`src/kdlp_pkg.sv`:
```
// Package with the shared constants and types of the key debounce and long press core.
`timescale 1ns / 1ps
`default_nettype none

package kdlp_pkg;

   // Number of keys; keys beyond the four input bits always read as released.
   localparam int NUM_KEYS = 4;
   localparam int RAW_W    = 4;
   // Keys that can ever report an event, one lane each.
   localparam int LANES    = (NUM_KEYS < RAW_W) ? NUM_KEYS : RAW_W;
   // Two event slots per lane: debounce event, then long press.
   localparam int EV_BITS  = 2 * LANES;

   localparam int TIME_W   = 32;
   localparam int DEB_W    = 8;
   localparam int LONG_W   = 16;
   localparam int KEY_W    = 2;
   localparam int KIND_W   = 2;

   localparam logic [KIND_W-1:0] EV_DOWN  = 2'd0;
   localparam logic [KIND_W-1:0] EV_SHORT = 2'd1;
   localparam logic [KIND_W-1:0] EV_LONG  = 2'd2;
   localparam logic [KIND_W-1:0] EV_NONE  = 2'd3;

   localparam logic REQ_SCAN = 1'b0;
   localparam logic REQ_INIT = 1'b1;

   // Configuration port.
   localparam int ADDR_W = 3;
   localparam int DATA_W = 32;
   localparam logic CSR_IDX_DEBOUNCE = 1'b0;
   localparam logic CSR_IDX_LONG     = 1'b1;
   localparam logic [DEB_W-1:0]  DEBOUNCE_RESET = 8'd20;
   localparam logic [LONG_W-1:0] LONG_RESET     = 16'd2000;

   // Scan event queue.
   localparam int FIFO_DEPTH = 4;
   localparam int FIFO_AW    = $clog2(FIFO_DEPTH);
   localparam int FIFO_CW    = $clog2(FIFO_DEPTH + 1);

   typedef struct packed {
      logic              step;
      logic              init;
      logic [TIME_W-1:0] now_ms;
      logic [DEB_W-1:0]  debounce_ms;
      logic [LONG_W-1:0] long_press_ms;
   } lane_cmd_type;

   typedef struct packed {
      logic db_valid;
      logic db_short;
      logic long_valid;
   } lane_ev_type;

   typedef struct packed {
      logic [EV_BITS-1:0] mask;
      logic [LANES-1:0]   short_key;
   } scan_ev_type;

endpackage

`default_nettype wire

```
`src/kdlp_req_if.sv`:
```
// Scan request channel interface.
`timescale 1ns / 1ps
`default_nettype none

interface kdlp_req_if
   import kdlp_pkg::*;
();
   logic              valid;
   logic              ready;
   logic              req_type;
   logic [TIME_W-1:0] now_ms;
   logic [RAW_W-1:0]  raw_levels;

   modport source (output valid, output req_type, output now_ms, output raw_levels,
                   input ready);
   modport sink   (input valid, input req_type, input now_ms, input raw_levels,
                   output ready);
endinterface

`default_nettype wire

```
`src/kdlp_rsp_if.sv`:
```
// Key event result channel interface.
`timescale 1ns / 1ps
`default_nettype none

interface kdlp_rsp_if
   import kdlp_pkg::*;
();
   logic              valid;
   logic              ready;
   logic [KEY_W-1:0]  key_index;
   logic [KIND_W-1:0] event_kind;
   logic              last_event;

   modport source (output valid, output key_index, output event_kind, output last_event,
                   input ready);
   modport sink   (input valid, input key_index, input event_kind, input last_event,
                   output ready);
endinterface

`default_nettype wire

```
`src/kdlp_lane.sv`:
```
// One key lane: debounce state, press timing and event detection.
`timescale 1ns / 1ps
`default_nettype none

module kdlp_lane
   import kdlp_pkg::*;
(
   input  wire logic         clock,
   input  wire logic         reset,
   input  wire lane_cmd_type cmd,
   input  wire logic         raw,
   output lane_ev_type       ev
);

   logic              last_raw_ff, last_raw_in;
   logic              stable_ff, stable_in;
   logic [TIME_W-1:0] change_time_ff, change_time_in;
   logic [TIME_W-1:0] press_time_ff, press_time_in;
   logic              long_rep_ff, long_rep_in;

   logic              raw_change;
   logic              db_fire;
   logic              lr_mid;
   logic [TIME_W-1:0] change_age;
   logic [TIME_W-1:0] press_age;
   logic              long_fire;

   always_comb begin
      raw_change = (raw != last_raw_ff);
      change_age = cmd.now_ms - change_time_ff;
      db_fire    = !raw_change && (raw != stable_ff) &&
                   (change_age >= TIME_W'(cmd.debounce_ms));
      lr_mid     = db_fire ? 1'b0 : long_rep_ff;
      // A fresh press restarts the hold timer at zero.
      press_age  = (db_fire && !raw) ? '0 : (cmd.now_ms - press_time_ff);
      long_fire  = !(db_fire ? raw : stable_ff) && !lr_mid &&
                   (press_age >= TIME_W'(cmd.long_press_ms));

      ev.db_valid   = db_fire && (!raw || !long_rep_ff);
      ev.db_short   = raw;
      ev.long_valid = long_fire;

      last_raw_in    = last_raw_ff;
      stable_in      = stable_ff;
      change_time_in = change_time_ff;
      press_time_in  = press_time_ff;
      long_rep_in    = long_rep_ff;
      if (cmd.step) begin
         if (cmd.init) begin
            last_raw_in    = raw;
            stable_in      = raw;
            change_time_in = cmd.now_ms;
            press_time_in  = cmd.now_ms;
            long_rep_in    = 1'b0;
         end else begin
            if (raw_change) begin
               last_raw_in    = raw;
               change_time_in = cmd.now_ms;
            end
            if (db_fire) begin
               stable_in = raw;
               if (!raw) begin
                  press_time_in = cmd.now_ms;
               end
            end
            long_rep_in = lr_mid || long_fire;
         end
      end
   end

   always_ff @(posedge clock) begin
      if (reset) begin
         last_raw_ff    <= 1'b1;
         stable_ff      <= 1'b1;
         change_time_ff <= '0;
         press_time_ff  <= '0;
         long_rep_ff    <= 1'b0;
      end else begin
         last_raw_ff    <= last_raw_in;
         stable_ff      <= stable_in;
         change_time_ff <= change_time_in;
         press_time_ff  <= press_time_in;
         long_rep_ff    <= long_rep_in;
      end
   end

endmodule

`default_nettype wire

```
`src/kdlp_merge.sv`:
```
// Merge stage: queues per-scan event masks and issues them in key order.
`timescale 1ns / 1ps
`default_nettype none

module kdlp_merge
   import kdlp_pkg::*;
(
   input  wire logic        clock,
   input  wire logic        reset,
   input  wire logic        push,
   input  wire scan_ev_type push_ev,
   output logic             can_push,
   kdlp_rsp_if.source       rsp
);

   scan_ev_type        fifo_mem [FIFO_DEPTH];
   logic [FIFO_AW-1:0] wr_ptr_ff, wr_ptr_in;
   logic [FIFO_AW-1:0] rd_ptr_ff, rd_ptr_in;
   logic [FIFO_CW-1:0] count_ff, count_in;

   logic [EV_BITS-1:0] cur_mask_ff, cur_mask_in;
   logic [LANES-1:0]   cur_short_ff, cur_short_in;

   logic               rsp_valid_ff, rsp_valid_in;
   logic [KEY_W-1:0]   rsp_key_ff;
   logic [KIND_W-1:0]  rsp_kind_ff;
   logic               rsp_last_ff;

   logic               out_free;
   logic               issue;
   logic               pop;
   logic [EV_BITS-1:0] sel_onehot;
   logic [EV_BITS-1:0] rest_mask;
   logic [KEY_W-1:0]   sel_key;
   logic [KIND_W-1:0]  sel_kind;

   // Lowest set slot wins: the loop runs downward so the last match is the lowest.
   always_comb begin
      sel_onehot = '0;
      sel_key    = '0;
      sel_kind   = EV_NONE;
      for (int i = EV_BITS - 1; i >= 0; i--) begin
         if (cur_mask_ff[i]) begin
            sel_onehot    = '0;
            sel_onehot[i] = 1'b1;
            sel_key       = KEY_W'(i >> 1);
            if ((i & 1) == 1) begin
               sel_kind = EV_LONG;
            end else begin
               sel_kind = cur_short_ff[i >> 1] ? EV_SHORT : EV_DOWN;
            end
         end
      end
   end

   always_comb begin
      can_push     = (count_ff != FIFO_CW'(FIFO_DEPTH));
      out_free     = !rsp_valid_ff || rsp.ready;
      issue        = (cur_mask_ff != '0) && out_free;
      rest_mask    = cur_mask_ff & ~sel_onehot;
      cur_mask_in  = issue ? rest_mask : cur_mask_ff;
      cur_short_in = cur_short_ff;
      pop          = (count_ff != '0) && (cur_mask_in == '0);
      if (pop) begin
         cur_mask_in  = fifo_mem[rd_ptr_ff].mask;
         cur_short_in = fifo_mem[rd_ptr_ff].short_key;
      end
      rd_ptr_in    = pop ? rd_ptr_ff + 1'b1 : rd_ptr_ff;
      wr_ptr_in    = (push && can_push) ? wr_ptr_ff + 1'b1 : wr_ptr_ff;
      count_in     = count_ff + FIFO_CW'(push && can_push) - FIFO_CW'(pop);
      rsp_valid_in = issue ? 1'b1 : (rsp.ready ? 1'b0 : rsp_valid_ff);
   end

   always_ff @(posedge clock) begin
      if (push && can_push) begin
         fifo_mem[wr_ptr_ff] <= push_ev;
      end
      if (issue) begin
         rsp_key_ff  <= sel_key;
         rsp_kind_ff <= sel_kind;
         rsp_last_ff <= (rest_mask == '0);
      end
      cur_short_ff <= cur_short_in;
   end

   always_ff @(posedge clock) begin
      if (reset) begin
         wr_ptr_ff    <= '0;
         rd_ptr_ff    <= '0;
         count_ff     <= '0;
         cur_mask_ff  <= '0;
         rsp_valid_ff <= 1'b0;
      end else begin
         wr_ptr_ff    <= wr_ptr_in;
         rd_ptr_ff    <= rd_ptr_in;
         count_ff     <= count_in;
         cur_mask_ff  <= cur_mask_in;
         rsp_valid_ff <= rsp_valid_in;
      end
   end

   assign rsp.valid      = rsp_valid_ff;
   assign rsp.key_index  = rsp_key_ff;
   assign rsp.event_kind = rsp_kind_ff;
   assign rsp.last_event = rsp_last_ff;

endmodule

`default_nettype wire

```
`src/key_debounce_long_press_core.sv`:
```
// Top level of the key debounce and long press core.
//
//   Channel  Direction  Beat contents                        Accepted when
//   req_ch   in         req_type, now_ms, raw_levels         valid && ready
//   rsp_ch   out        key_index, event_kind, last_event    valid && ready
//   csr_*    in/out     debounce_ms (0x0), long_press_ms (0x4)  psel&&penable&&pwrite
//
// On an accepted request beat every key lane updates at the accepting edge
// and a scan with events enters a four-entry scan queue. Its first result beat
// moves from the queue into the current-mask register and then into the output
// register; beats then leave one per cycle while the result side takes them.
// Requests are refused only while the queue is full, which happens when scans with
// many events arrive faster than they drain or when the result side stalls. Reset is synchronous.
`timescale 1ns / 1ps
`default_nettype none

module key_debounce_long_press_core
   import kdlp_pkg::*;
(
   input  wire logic              clock,
   input  wire logic              reset,
   kdlp_req_if.sink               req_ch,
   kdlp_rsp_if.source             rsp_ch,
   input  wire logic              csr_psel,
   input  wire logic              csr_penable,
   input  wire logic              csr_pwrite,
   input  wire logic [ADDR_W-1:0] csr_paddr,
   input  wire logic [DATA_W-1:0] csr_pwdata,
   output logic [DATA_W-1:0]      csr_prdata,
   output logic                   csr_pready
);

   logic [DEB_W-1:0]  debounce_ff, debounce_in;
   logic [LONG_W-1:0] long_press_ff, long_press_in;
   logic              csr_write;

   lane_cmd_type      lane_cmd;
   lane_ev_type       lane_ev [LANES];
   scan_ev_type       scan_ev;
   logic              accept;
   logic              can_push;
   logic              push;

   // Register file. The word address is taken from bit 2, lower bits are ignored.
   assign csr_pready = 1'b1;
   assign csr_write  = csr_psel && csr_penable && csr_pwrite;

   always_comb begin
      debounce_in   = debounce_ff;
      long_press_in = long_press_ff;
      if (csr_write) begin
         unique case (csr_paddr[2])
            CSR_IDX_DEBOUNCE: debounce_in   = csr_pwdata[DEB_W-1:0];
            CSR_IDX_LONG:     long_press_in = csr_pwdata[LONG_W-1:0];
            default:          debounce_in   = debounce_ff;
         endcase
      end
      unique case (csr_paddr[2])
         CSR_IDX_DEBOUNCE: csr_prdata = DATA_W'(debounce_ff);
         CSR_IDX_LONG:     csr_prdata = DATA_W'(long_press_ff);
         default:          csr_prdata = '0;
      endcase
   end

   always_ff @(posedge clock) begin
      if (reset) begin
         debounce_ff   <= DEBOUNCE_RESET;
         long_press_ff <= LONG_RESET;
      end else begin
         debounce_ff   <= debounce_in;
         long_press_ff <= long_press_in;
      end
   end

   // Requests are held off only when the scan queue is full.
   assign req_ch.ready = can_push;
   assign accept       = req_ch.valid && req_ch.ready;

   always_comb begin
      lane_cmd.step          = accept;
      lane_cmd.init          = (req_ch.req_type == REQ_INIT);
      lane_cmd.now_ms        = req_ch.now_ms;
      lane_cmd.debounce_ms   = debounce_ff;
      lane_cmd.long_press_ms = long_press_ff;
   end

   // Keys past the input bits never change level, so only keys with an input
   // bit get a lane; the others would hold their reset state forever.
   for (genvar k = 0; k < LANES; k++) begin : g_lane
      kdlp_lane u_lane (
         .clock (clock),
         .reset (reset),
         .cmd   (lane_cmd),
         .raw   (req_ch.raw_levels[k]),
         .ev    (lane_ev[k])
      );
   end

   // Slot 2k holds key k's debounce event and slot 2k+1 its long press, which
   // gives the merge stage key order with the debounce event first.
   always_comb begin
      for (int k = 0; k < LANES; k++) begin
         scan_ev.mask[2*k]     = lane_ev[k].db_valid;
         scan_ev.mask[2*k + 1] = lane_ev[k].long_valid;
         scan_ev.short_key[k]  = lane_ev[k].db_short;
      end
   end

   // Initialize beats and scans without events never enter the queue.
   assign push = accept && (req_ch.req_type == REQ_SCAN) && (scan_ev.mask != '0);

   kdlp_merge u_merge (
      .clock    (clock),
      .reset    (reset),
      .push     (push),
      .push_ev  (scan_ev),
      .can_push (can_push),
      .rsp      (rsp_ch)
   );

endmodule

`default_nettype wire

```
`src/flat_wrapper.sv`:
```
// flat-port wrapper written by rule: the top's interface ports become plain ports
module key_debounce_long_press_core_flat import kdlp_pkg::*;
  (clock, reset, csr_psel, csr_penable, csr_pwrite, csr_paddr, csr_pwdata, csr_prdata, csr_pready, req_ch_valid, req_ch_req_type, req_ch_now_ms, req_ch_raw_levels, req_ch_ready, rsp_ch_valid, rsp_ch_key_index, rsp_ch_event_kind, rsp_ch_last_event, rsp_ch_ready);
  kdlp_req_if req_ch_i ();
  kdlp_rsp_if rsp_ch_i ();
  input  wire logic clock;
  input  wire logic reset;
  input  wire logic csr_psel;
  input  wire logic csr_penable;
  input  wire logic csr_pwrite;
  input  wire logic [ADDR_W-1:0] csr_paddr;
  input  wire logic [DATA_W-1:0] csr_pwdata;
  output logic [DATA_W-1:0] csr_prdata;
  output logic csr_pready;
  input wire logic [$bits(req_ch_i.valid)-1:0] req_ch_valid;
  input wire logic [$bits(req_ch_i.req_type)-1:0] req_ch_req_type;
  input wire logic [$bits(req_ch_i.now_ms)-1:0] req_ch_now_ms;
  input wire logic [$bits(req_ch_i.raw_levels)-1:0] req_ch_raw_levels;
  output wire logic [$bits(req_ch_i.ready)-1:0] req_ch_ready;
  output wire logic [$bits(rsp_ch_i.valid)-1:0] rsp_ch_valid;
  output wire logic [$bits(rsp_ch_i.key_index)-1:0] rsp_ch_key_index;
  output wire logic [$bits(rsp_ch_i.event_kind)-1:0] rsp_ch_event_kind;
  output wire logic [$bits(rsp_ch_i.last_event)-1:0] rsp_ch_last_event;
  input wire logic [$bits(rsp_ch_i.ready)-1:0] rsp_ch_ready;
  assign req_ch_i.valid = req_ch_valid;
  assign req_ch_i.req_type = req_ch_req_type;
  assign req_ch_i.now_ms = req_ch_now_ms;
  assign req_ch_i.raw_levels = req_ch_raw_levels;
  assign req_ch_ready = req_ch_i.ready;
  assign rsp_ch_valid = rsp_ch_i.valid;
  assign rsp_ch_key_index = rsp_ch_i.key_index;
  assign rsp_ch_event_kind = rsp_ch_i.event_kind;
  assign rsp_ch_last_event = rsp_ch_i.last_event;
  assign rsp_ch_i.ready = rsp_ch_ready;
  key_debounce_long_press_core u_core (.clock(clock), .reset(reset), .req_ch(req_ch_i), .rsp_ch(rsp_ch_i), .csr_psel(csr_psel), .csr_penable(csr_penable), .csr_pwrite(csr_pwrite), .csr_paddr(csr_paddr), .csr_pwdata(csr_pwdata), .csr_prdata(csr_prdata), .csr_pready(csr_pready));
endmodule
```
`config.mk`:
```
export PLATFORM = sky130hd
export DESIGN_NAME = key_debounce_long_press_core_flat
export DESIGN_NICKNAME = d
export VERILOG_FILES = /design/src/kdlp_pkg.sv /design/src/kdlp_req_if.sv /design/src/kdlp_rsp_if.sv /design/src/kdlp_lane.sv /design/src/kdlp_merge.sv /design/src/key_debounce_long_press_core.sv /design/src/flat_wrapper.sv
export SDC_FILE = /design/constraint.sdc
export NUM_CORES = 1
export LEC_CHECK = 0
export BUFFER_PORTS_ARGS = -buffer_cell sky130_fd_sc_hd__clkbuf_2
export CORE_MARGIN = 4
export CORE_UTILIZATION = 45
export DETAILED_ROUTE_END_ITERATION = 7
export PLACE_DENSITY = 0.65
export SLEW_MARGIN = 20
export SYNTH_ARGS = -nofsm -noshare
export SYNTH_HDL_FRONTEND = slang
export SYNTH_SLANG_ARGS = --single-unit
export TNS_END_PERCENT = 10
```
`constraint.sdc`:
```
create_clock -name clock -period 22.1 [get_ports clock]
set_clock_uncertainty 0.1 [all_clocks]
set_input_delay 1.105 -clock clock [delete_from_list [all_inputs] [get_ports clock]]
set_output_delay 1.105 -clock clock [all_outputs]
set_load 0.1 [all_outputs]
```
After elaboration in Yosys (flattened, before gate mapping)

Memory sizes are Yosys's and may differ from the RTL's. A register that Yosys moved wholly into a read port is not among the register bits.
Index checks and enable logic that the tools add are counted.

RAM bits: 48
Memories: 1
Bits in registers: 317
Word-level logic and storage cells: 241
Output and inout port bits: 40
Bits of input ports: 79

Mux-type cells: 83
Equal/unequal tests: 13
$add $sub $neg: 12
Reductions and logical operators: 88
Magnitude comparators: 8
Bitwise operators: 4

Memory list:

| memory                  | depth | width | rd ports | clocked after memory_dff | wr ports | line             | text |
|---|---|---|---|---|---|---|---|
| u_core.u_merge.fifo_mem | 4     | 12    | 1        | 1                        | 1        | kdlp_merge.sv:16 | `scan_ev_type fifo_mem [FIFO_DEPTH];` |

Operators by type and width:

| operator            | number |
|---|---|
| $mux 32             | 24 |
| $sub 32x32->32      | 8 |
| $ge 32x16->1        | 4 |
| $ge 32x8->1         | 4 |
| $mux 8              | 10 |
| $pmux 32 s2         | 1 |
| $mux 1              | 35 |
| $logic_and 1x1->1   | 32 |
| $mux 2              | 13 |
| $logic_not 1->1     | 21 |
| $reduce_bool 2->1   | 9 |
| $logic_not 8->1     | 2 |
| $reduce_bool 8->1   | 2 |
| $reduce_and 2->1    | 6 |
| $reduce_and 3->1    | 4 |
| $logic_or 1x1->1    | 9 |
| $and 8x8->8         | 1 |
| $ne 1x1->1          | 8 |
| $ne 2x2->1 const B  | 4 |
| $not 8->8           | 1 |
| $add 2x1->2 const B | 2 |
| $reduce_or 4->1     | 1 |
| $add 3x1->3         | 1 |
| $ne 3x3->1 const B  | 1 |
| other kinds (4)     | 5 |

Longest topological paths before layout

Depth after elaboration: 15
Mapped depth: 39
Depth with buffers taken out: 38

By module

A second synthesis with hierarchy kept.

Cell total of the unflattened synthesis: 4511
Area, all modules: 34390.5 µm²

By module, submodules not included:

| module                                  | sequential area each (µm²) | area an instance (µm²) | instances | cells an instance |
|---|---|---|---|---|
| kdlp_lane (u_core.g_lane[1].u_lane ...) | 1341.3                     | 7526.0                 | 2         | 1058 |
| kdlp_lane (u_core.g_lane[3].u_lane)     | 1341.3                     | 7512.2                 | 1         | 1046 |
| kdlp_lane (u_core.g_lane[0].u_lane)     | 1341.3                     | 7423.4                 | 1         | 1008 |
| kdlp_merge                              | 2072.0                     | 3040.4                 | 1         | 198 |
| key_debounce_long_press_core            | 480.5                      | 1362.6                 | 1         | 143 |

Worst setup path before layout

No wires, ideal clock.

Path kind: input to register
From: in req_ch_now_ms[0]
To: reg u_core.u_merge.count_ff[1]
Path slack: 13.824 ns
Stages: 38
Arrival: 8.050 ns
Path buffers: 2
Data required time: 21.874 ns
Path through: clkbuf_1 inv_1 ha_1 fa_1 nor2b_1 o211ai_1 nand2b_1 a21oi_1 xnor2_1 ha_1 a21o_1 a221oi_1 o221ai_1 a2111oi_0 nand4_1 nor4_1 nand4_1 clkbuf_1 [... 2 more ...] a21o_1 a31oi_1 o21ai_0 nand3_1 a2111oi_0 a2111oi_0 nor4b_1 nand4_1 nor4_1 nor3_1 o22ai_2 a311oi_4 inv_1 ha_1 inv_1 ha_1 fa_1 nor2b_1

Cells in the longest elaborated chain, start to end: 12

Ends and longest elaborated chain:

| item                                                     | line                                | text |
|---|---|---|
| start: declaration                                       | flat_wrapper.sv:17                  | `input wire logic [$bits(req_ch_i.now_ms)-1:0] req_ch_now_ms;` |
| $sub 32x32->32                                           | kdlp_lane.sv:30                     | `change_age = cmd.now_ms - change_time_ff;` |
| $ge 32x8->1                                              | kdlp_lane.sv:32                     | `(change_age >= TIME_W'(cmd.debounce_ms));` |
| $logic_and 1x1->1                                        | kdlp_lane.sv:31                     | `db_fire = !raw_change && (raw != stable_ff) &&` |
| $logic_and 1x1->1, or another cell as far along          | kdlp_lane.sv:35                     | `press_age = (db_fire && !raw) ? '0 : (cmd.now_ms - press_time_ff);` |
| $mux 32 / $logic_not 1->1 (equally long branches)        | kdlp_lane.sv:35, kdlp_lane.sv:36    |  |
| $ge 32x16->1 / $logic_and 1x1->1 (equally long branches) | kdlp_lane.sv:37, kdlp_lane.sv:36    |  |
| $logic_and 1x1->1                                        | kdlp_lane.sv:36                     | `long_fire = !(db_fire ? raw : stable_ff) && !lr_mid &&` |
| $reduce_bool 8->1 *                                      | key_debounce_long_press_core.sv:110 | `assign push = accept && (req_ch.req_type == REQ_SCAN) && (scan_ev.mask != '0);` |
| $logic_and 1x1->1 *                                      | key_debounce_long_press_core.sv:110 |  |
| $logic_and 1x1->1 *                                      | kdlp_merge.sv:70                    | `count_in = count_ff + FIFO_CW'(push && can_push) - FIFO_CW'(pop);` |
| $add 3x1->3 *                                            | kdlp_merge.sv:70                    |  |
| $sub 3x1->3 *                                            | kdlp_merge.sv:70                    |  |
| via u_core.u_merge.count_in[1]                           | kdlp_merge.sv:19                    | `logic [FIFO_CW-1:0] count_ff, count_in;` |
| end signal: assignment                                   | kdlp_merge.sv:96                    | `count_ff <= count_in;` |
| end: declaration                                         | kdlp_merge.sv:19                    |  |

The timed path passes the listed nets; every way through them passes the cells marked *.
A chain may end at the register's enable or synchronous reset.

Final worst setup path

Ends and elaborated chain as after synthesis.

==> out/summary.txt <==
status -> complete, no violations
Post-DRT Antenna Nets -> 0
number of post-CTS setup repair buffers -> 0
die height -> 275 µm
clk slew on worst S/H paths -> 0.06 ns
initial core utilization -> 45.7%
final setup violation count -> 0
Die Width -> 275 µm
fin nets -> 4765
crit path max fanout -> 18
most frequent cells in the layout -> nand2_1, a21oi_1, inv_1
largest net degree at the start of global routing -> 127
number of fill cells -> 7073
WL/cell -> 18.7 µm
vias per cell -> 5.84
Overflow after GRT -> 0
Max Fclk -> 99.2 MHz
CP startpoint kind -> primary input
hold_buf cts -> 0
CTS tree -> done
Leak Pwr -> 13.8 nW
die area -> 75800 µm²
GRT met2 Usage -> 43.7%
Max VDD drop -> 0.132 mV
unrepaired setup endpoints after global routing -> no
GRT busiest layer -> met2
Syn Inst Count -> 4354
CTS-repair resized insts -> 0
synth top area cells -> dfxtp_1, ha_1, nand2_1
initial antenna violation count -> 2
most used cell, CP -> ha_1
CP peak stage delay -> 0.74 ns
initial drt markers -> 2811
largest area contributor in the netlist -> dfxtp_1
share of synthesized registers carrying an async set or reset -> 0%
port bufs -> 83
commonest non-fill, non-tap cell in the layout -> nand2_1
FF-to-FF setup slack -> 12.86 ns
post-synth cell types -> 112
CP Data Arrival Time -> 10.47 ns
Pwr Density -> 85.0 nW/µm²
Root Driver -> clkbuf_16
Vias -> 31.0k
max_cap viols -> 0
CP max-delay cell -> nor3_1
hold_sp -> u_core.g_lane[1].u_lane.change_time_ff[9]$_SDFFE_PP0P_
Yosys top cell area share -> 19.3%
core box area -> 70400 µm²
CP Capture Type -> flip-flop
met1 Resource Use GR -> 34.5%
Primary FF master, synth -> dfxtp_1
Hold Fails Final Rpt -> 0
Tightest Pin Transition -> 1.10 ns
Worst R2R Path Depth -> 38
Worst Hold Depth -> 2
post-DP HPWL -> 71.3 mm
min cycle time layout -> 10.08 ns
WS Path Type -> in -> reg
vias in the first global route -> 28.2k
drc violations -> 0
layout cells sized above 1 -> 7.17%
Cell Rows -> 97
Num CTS Buffers -> 47
max-slew violations -> 0
worst-case hold path end point -> u_core.g_lane[1].u_lane.change_time_ff[9]$_SDFFE_PP0P_
Worst-Skew Late Latency -> 0.64 ns
Min-Delay Path Class -> reg -> reg
worst relative slew slack -> 27.0%
CP required -> 22.50 ns
FF+latch count, synth -> 367
Pre-Repair DR Iteration Count -> 6
first-pass GRT wire length -> 156 mm
Storage cell area -> 7920 µm²
Mean Syn Cell Area -> 7.38 µm²
WL final -> 99.0 mm
synthesis-to-finish area growth -> 8.95%
multi-input logic area -> 22000 µm²
Synth Cell Area -> 32100 µm²
RePlAce Congestion -> 0.923
Warnings, synthesis -> 0
total power -> 2.98 mW
sequential fraction of the synthesis area -> 24.6%
CTS Buffer Depth -> 3
r2r startpoint -> u_core.g_lane[1].u_lane.change_time_ff[4]$_SDFFE_PP0P_
# IOs -> 119
fin crit share -> 45.6%
Post-synth EDFFs -> 57
GR Util met3 -> 2.43%
reg-to-reg endpoint -> u_core.u_merge.count_ff[1]$_SDFF_PP0_
Setup Total Neg Slack -> 0 ns
htree depth -> 2
Clock Sinks -> 367
GRT Total Usage -> 25.6%
-- registers in the layout, indices dropped and copies added (netlist names), 3 cells and up, named ones only --
signal                               count
u_core.g_lane.u_lane.change_time_ff    128
u_core.g_lane.u_lane.press_time_ff     128
u_core.u_merge.fifo_mem                 48
u_core.long_press_ff                    16
u_core.debounce_ff                       8
u_core.u_merge.cur_mask_ff               8
u_core.g_lane.u_lane.last_raw_ff         4
u_core.g_lane.u_lane.long_rep_ff         4
u_core.g_lane.u_lane.stable_ff           4
u_core.u_merge.cur_short_ff              4
u_core.u_merge.count_ff                  3
-- routing by layer --
metal	routed length [µm]	up-vias
met3	5500	167
met5	0	-
met4	3250	0
met1	44300	14498
li1	-	15406
met2	46000	916
-- cell type report --
| class | instances | area share, % |
|---|---|---|
| clock inverters | 32 | 1.39 |
| clock buffers | 54 | 3.60 |
| well taps | 940 | 3.36 |
| inverters | 360 | 3.86 |
| multi-input cells | 3416 | 62.8 |
| flip-flops and latches | 367 | 22.6 |
| repair buffers | 135 | 2.39 |
| diodes | 1 | 0.00715 |
-- Yosys cell counts, types with 15 or more instances --
master       n
a2111oi_0   25
a211o_1     23
a211oi_1    41
a21o_1      98
a21oi_1    544
a31oi_1     43
and2_1      17
and3_1      19
buf_2       17
buf_4       23
clkbuf_1   176
dfxtp_1    310
edfxtp_1    57
ha_1       350
inv_1      357
mux2i_1     56
nand2_1    746
nand2b_1    31
nand3_1     56
nand4_1     75
nor2_1     311
nor2b_1     31
nor3_1      63
nor4_1      39
o2111ai_1   19
o211ai_1    39
o21a_1      52
o21ai_0    200
o21ai_1     15
o21bai_1    25
o31ai_1     16
or3_1       25
xnor2_1     86
xor2_1      61
-- metrics by stage --
step	hold slack [ns]	utilization (%)	std cells	cell area [µm²]	worst slack, ns
finish	0.352	49.8	5305	35000	12.02
global route	0.365	49.8	5305	35000	11.53
CTS	0.354	49.7	5304	35000	12.13
detailed placement	0.346	47.3	5218	33300	11.47
global placement	0.342	47.2	5217	33200	11.61
floorplan	0.336	-	4369	32200	13.82
-- how the worst max path moves through the flow --
stage                      from                                    end  slack [ns]  cells after the start
3_3_place_gp   req_ch_now_ms[0]  u_core.u_merge.count_ff[1]$_SDFF_PP0_       11.61                     38
2_1_floorplan  req_ch_now_ms[0]  u_core.u_merge.count_ff[1]$_SDFF_PP0_       13.82                     38
4_1_cts        req_ch_now_ms[0]  u_core.u_merge.count_ff[1]$_SDFF_PP0_       12.13                     40
3_5_place_dp   req_ch_now_ms[0]  u_core.u_merge.count_ff[1]$_SDFF_PP0_       11.47                     38
6_report       req_ch_now_ms[0]  u_core.u_merge.count_ff[1]$_SDFF_PP0_       12.02                     38
5_1_grt        req_ch_now_ms[0]  u_core.u_merge.count_ff[1]$_SDFF_PP0_       11.53                     40
-- power breakdown --
part           internal [mW]  total (mW)  switching [mW]
combinational          0.471        1.29           0.823
sequential             0.769       0.824          0.0549
clock                  0.521       0.861           0.340
-- kinds of logic after synthesis --
family                   Yosys count  synth area share (%)
buffers and inverters            586                  7.32
XOR/XNOR                         147                  4.01
flip-flops                       367                  24.6
multiplexers                      76                  2.89
AND/OR/NAND/NOR                 1497                  20.9
other                              2                0.0234
adder cells (fa/ha/maj)          361                  14.2
AO/OA/AOI/OAI                   1318                  26.0
-- worst max-delay path: cells and delay by family --
family | cells | cell delay (ns)
and+or+nand+nor | 13 | 3.65
AOI/OAI and AO/OA | 12 | 2.38
adders and majority gates | 7 | 2.14
buffers and inverters | 5 | 1.01
xor gates and xnor gates | 1 | 0.17
No activity file was read; power rests on OpenSTA's default activity.
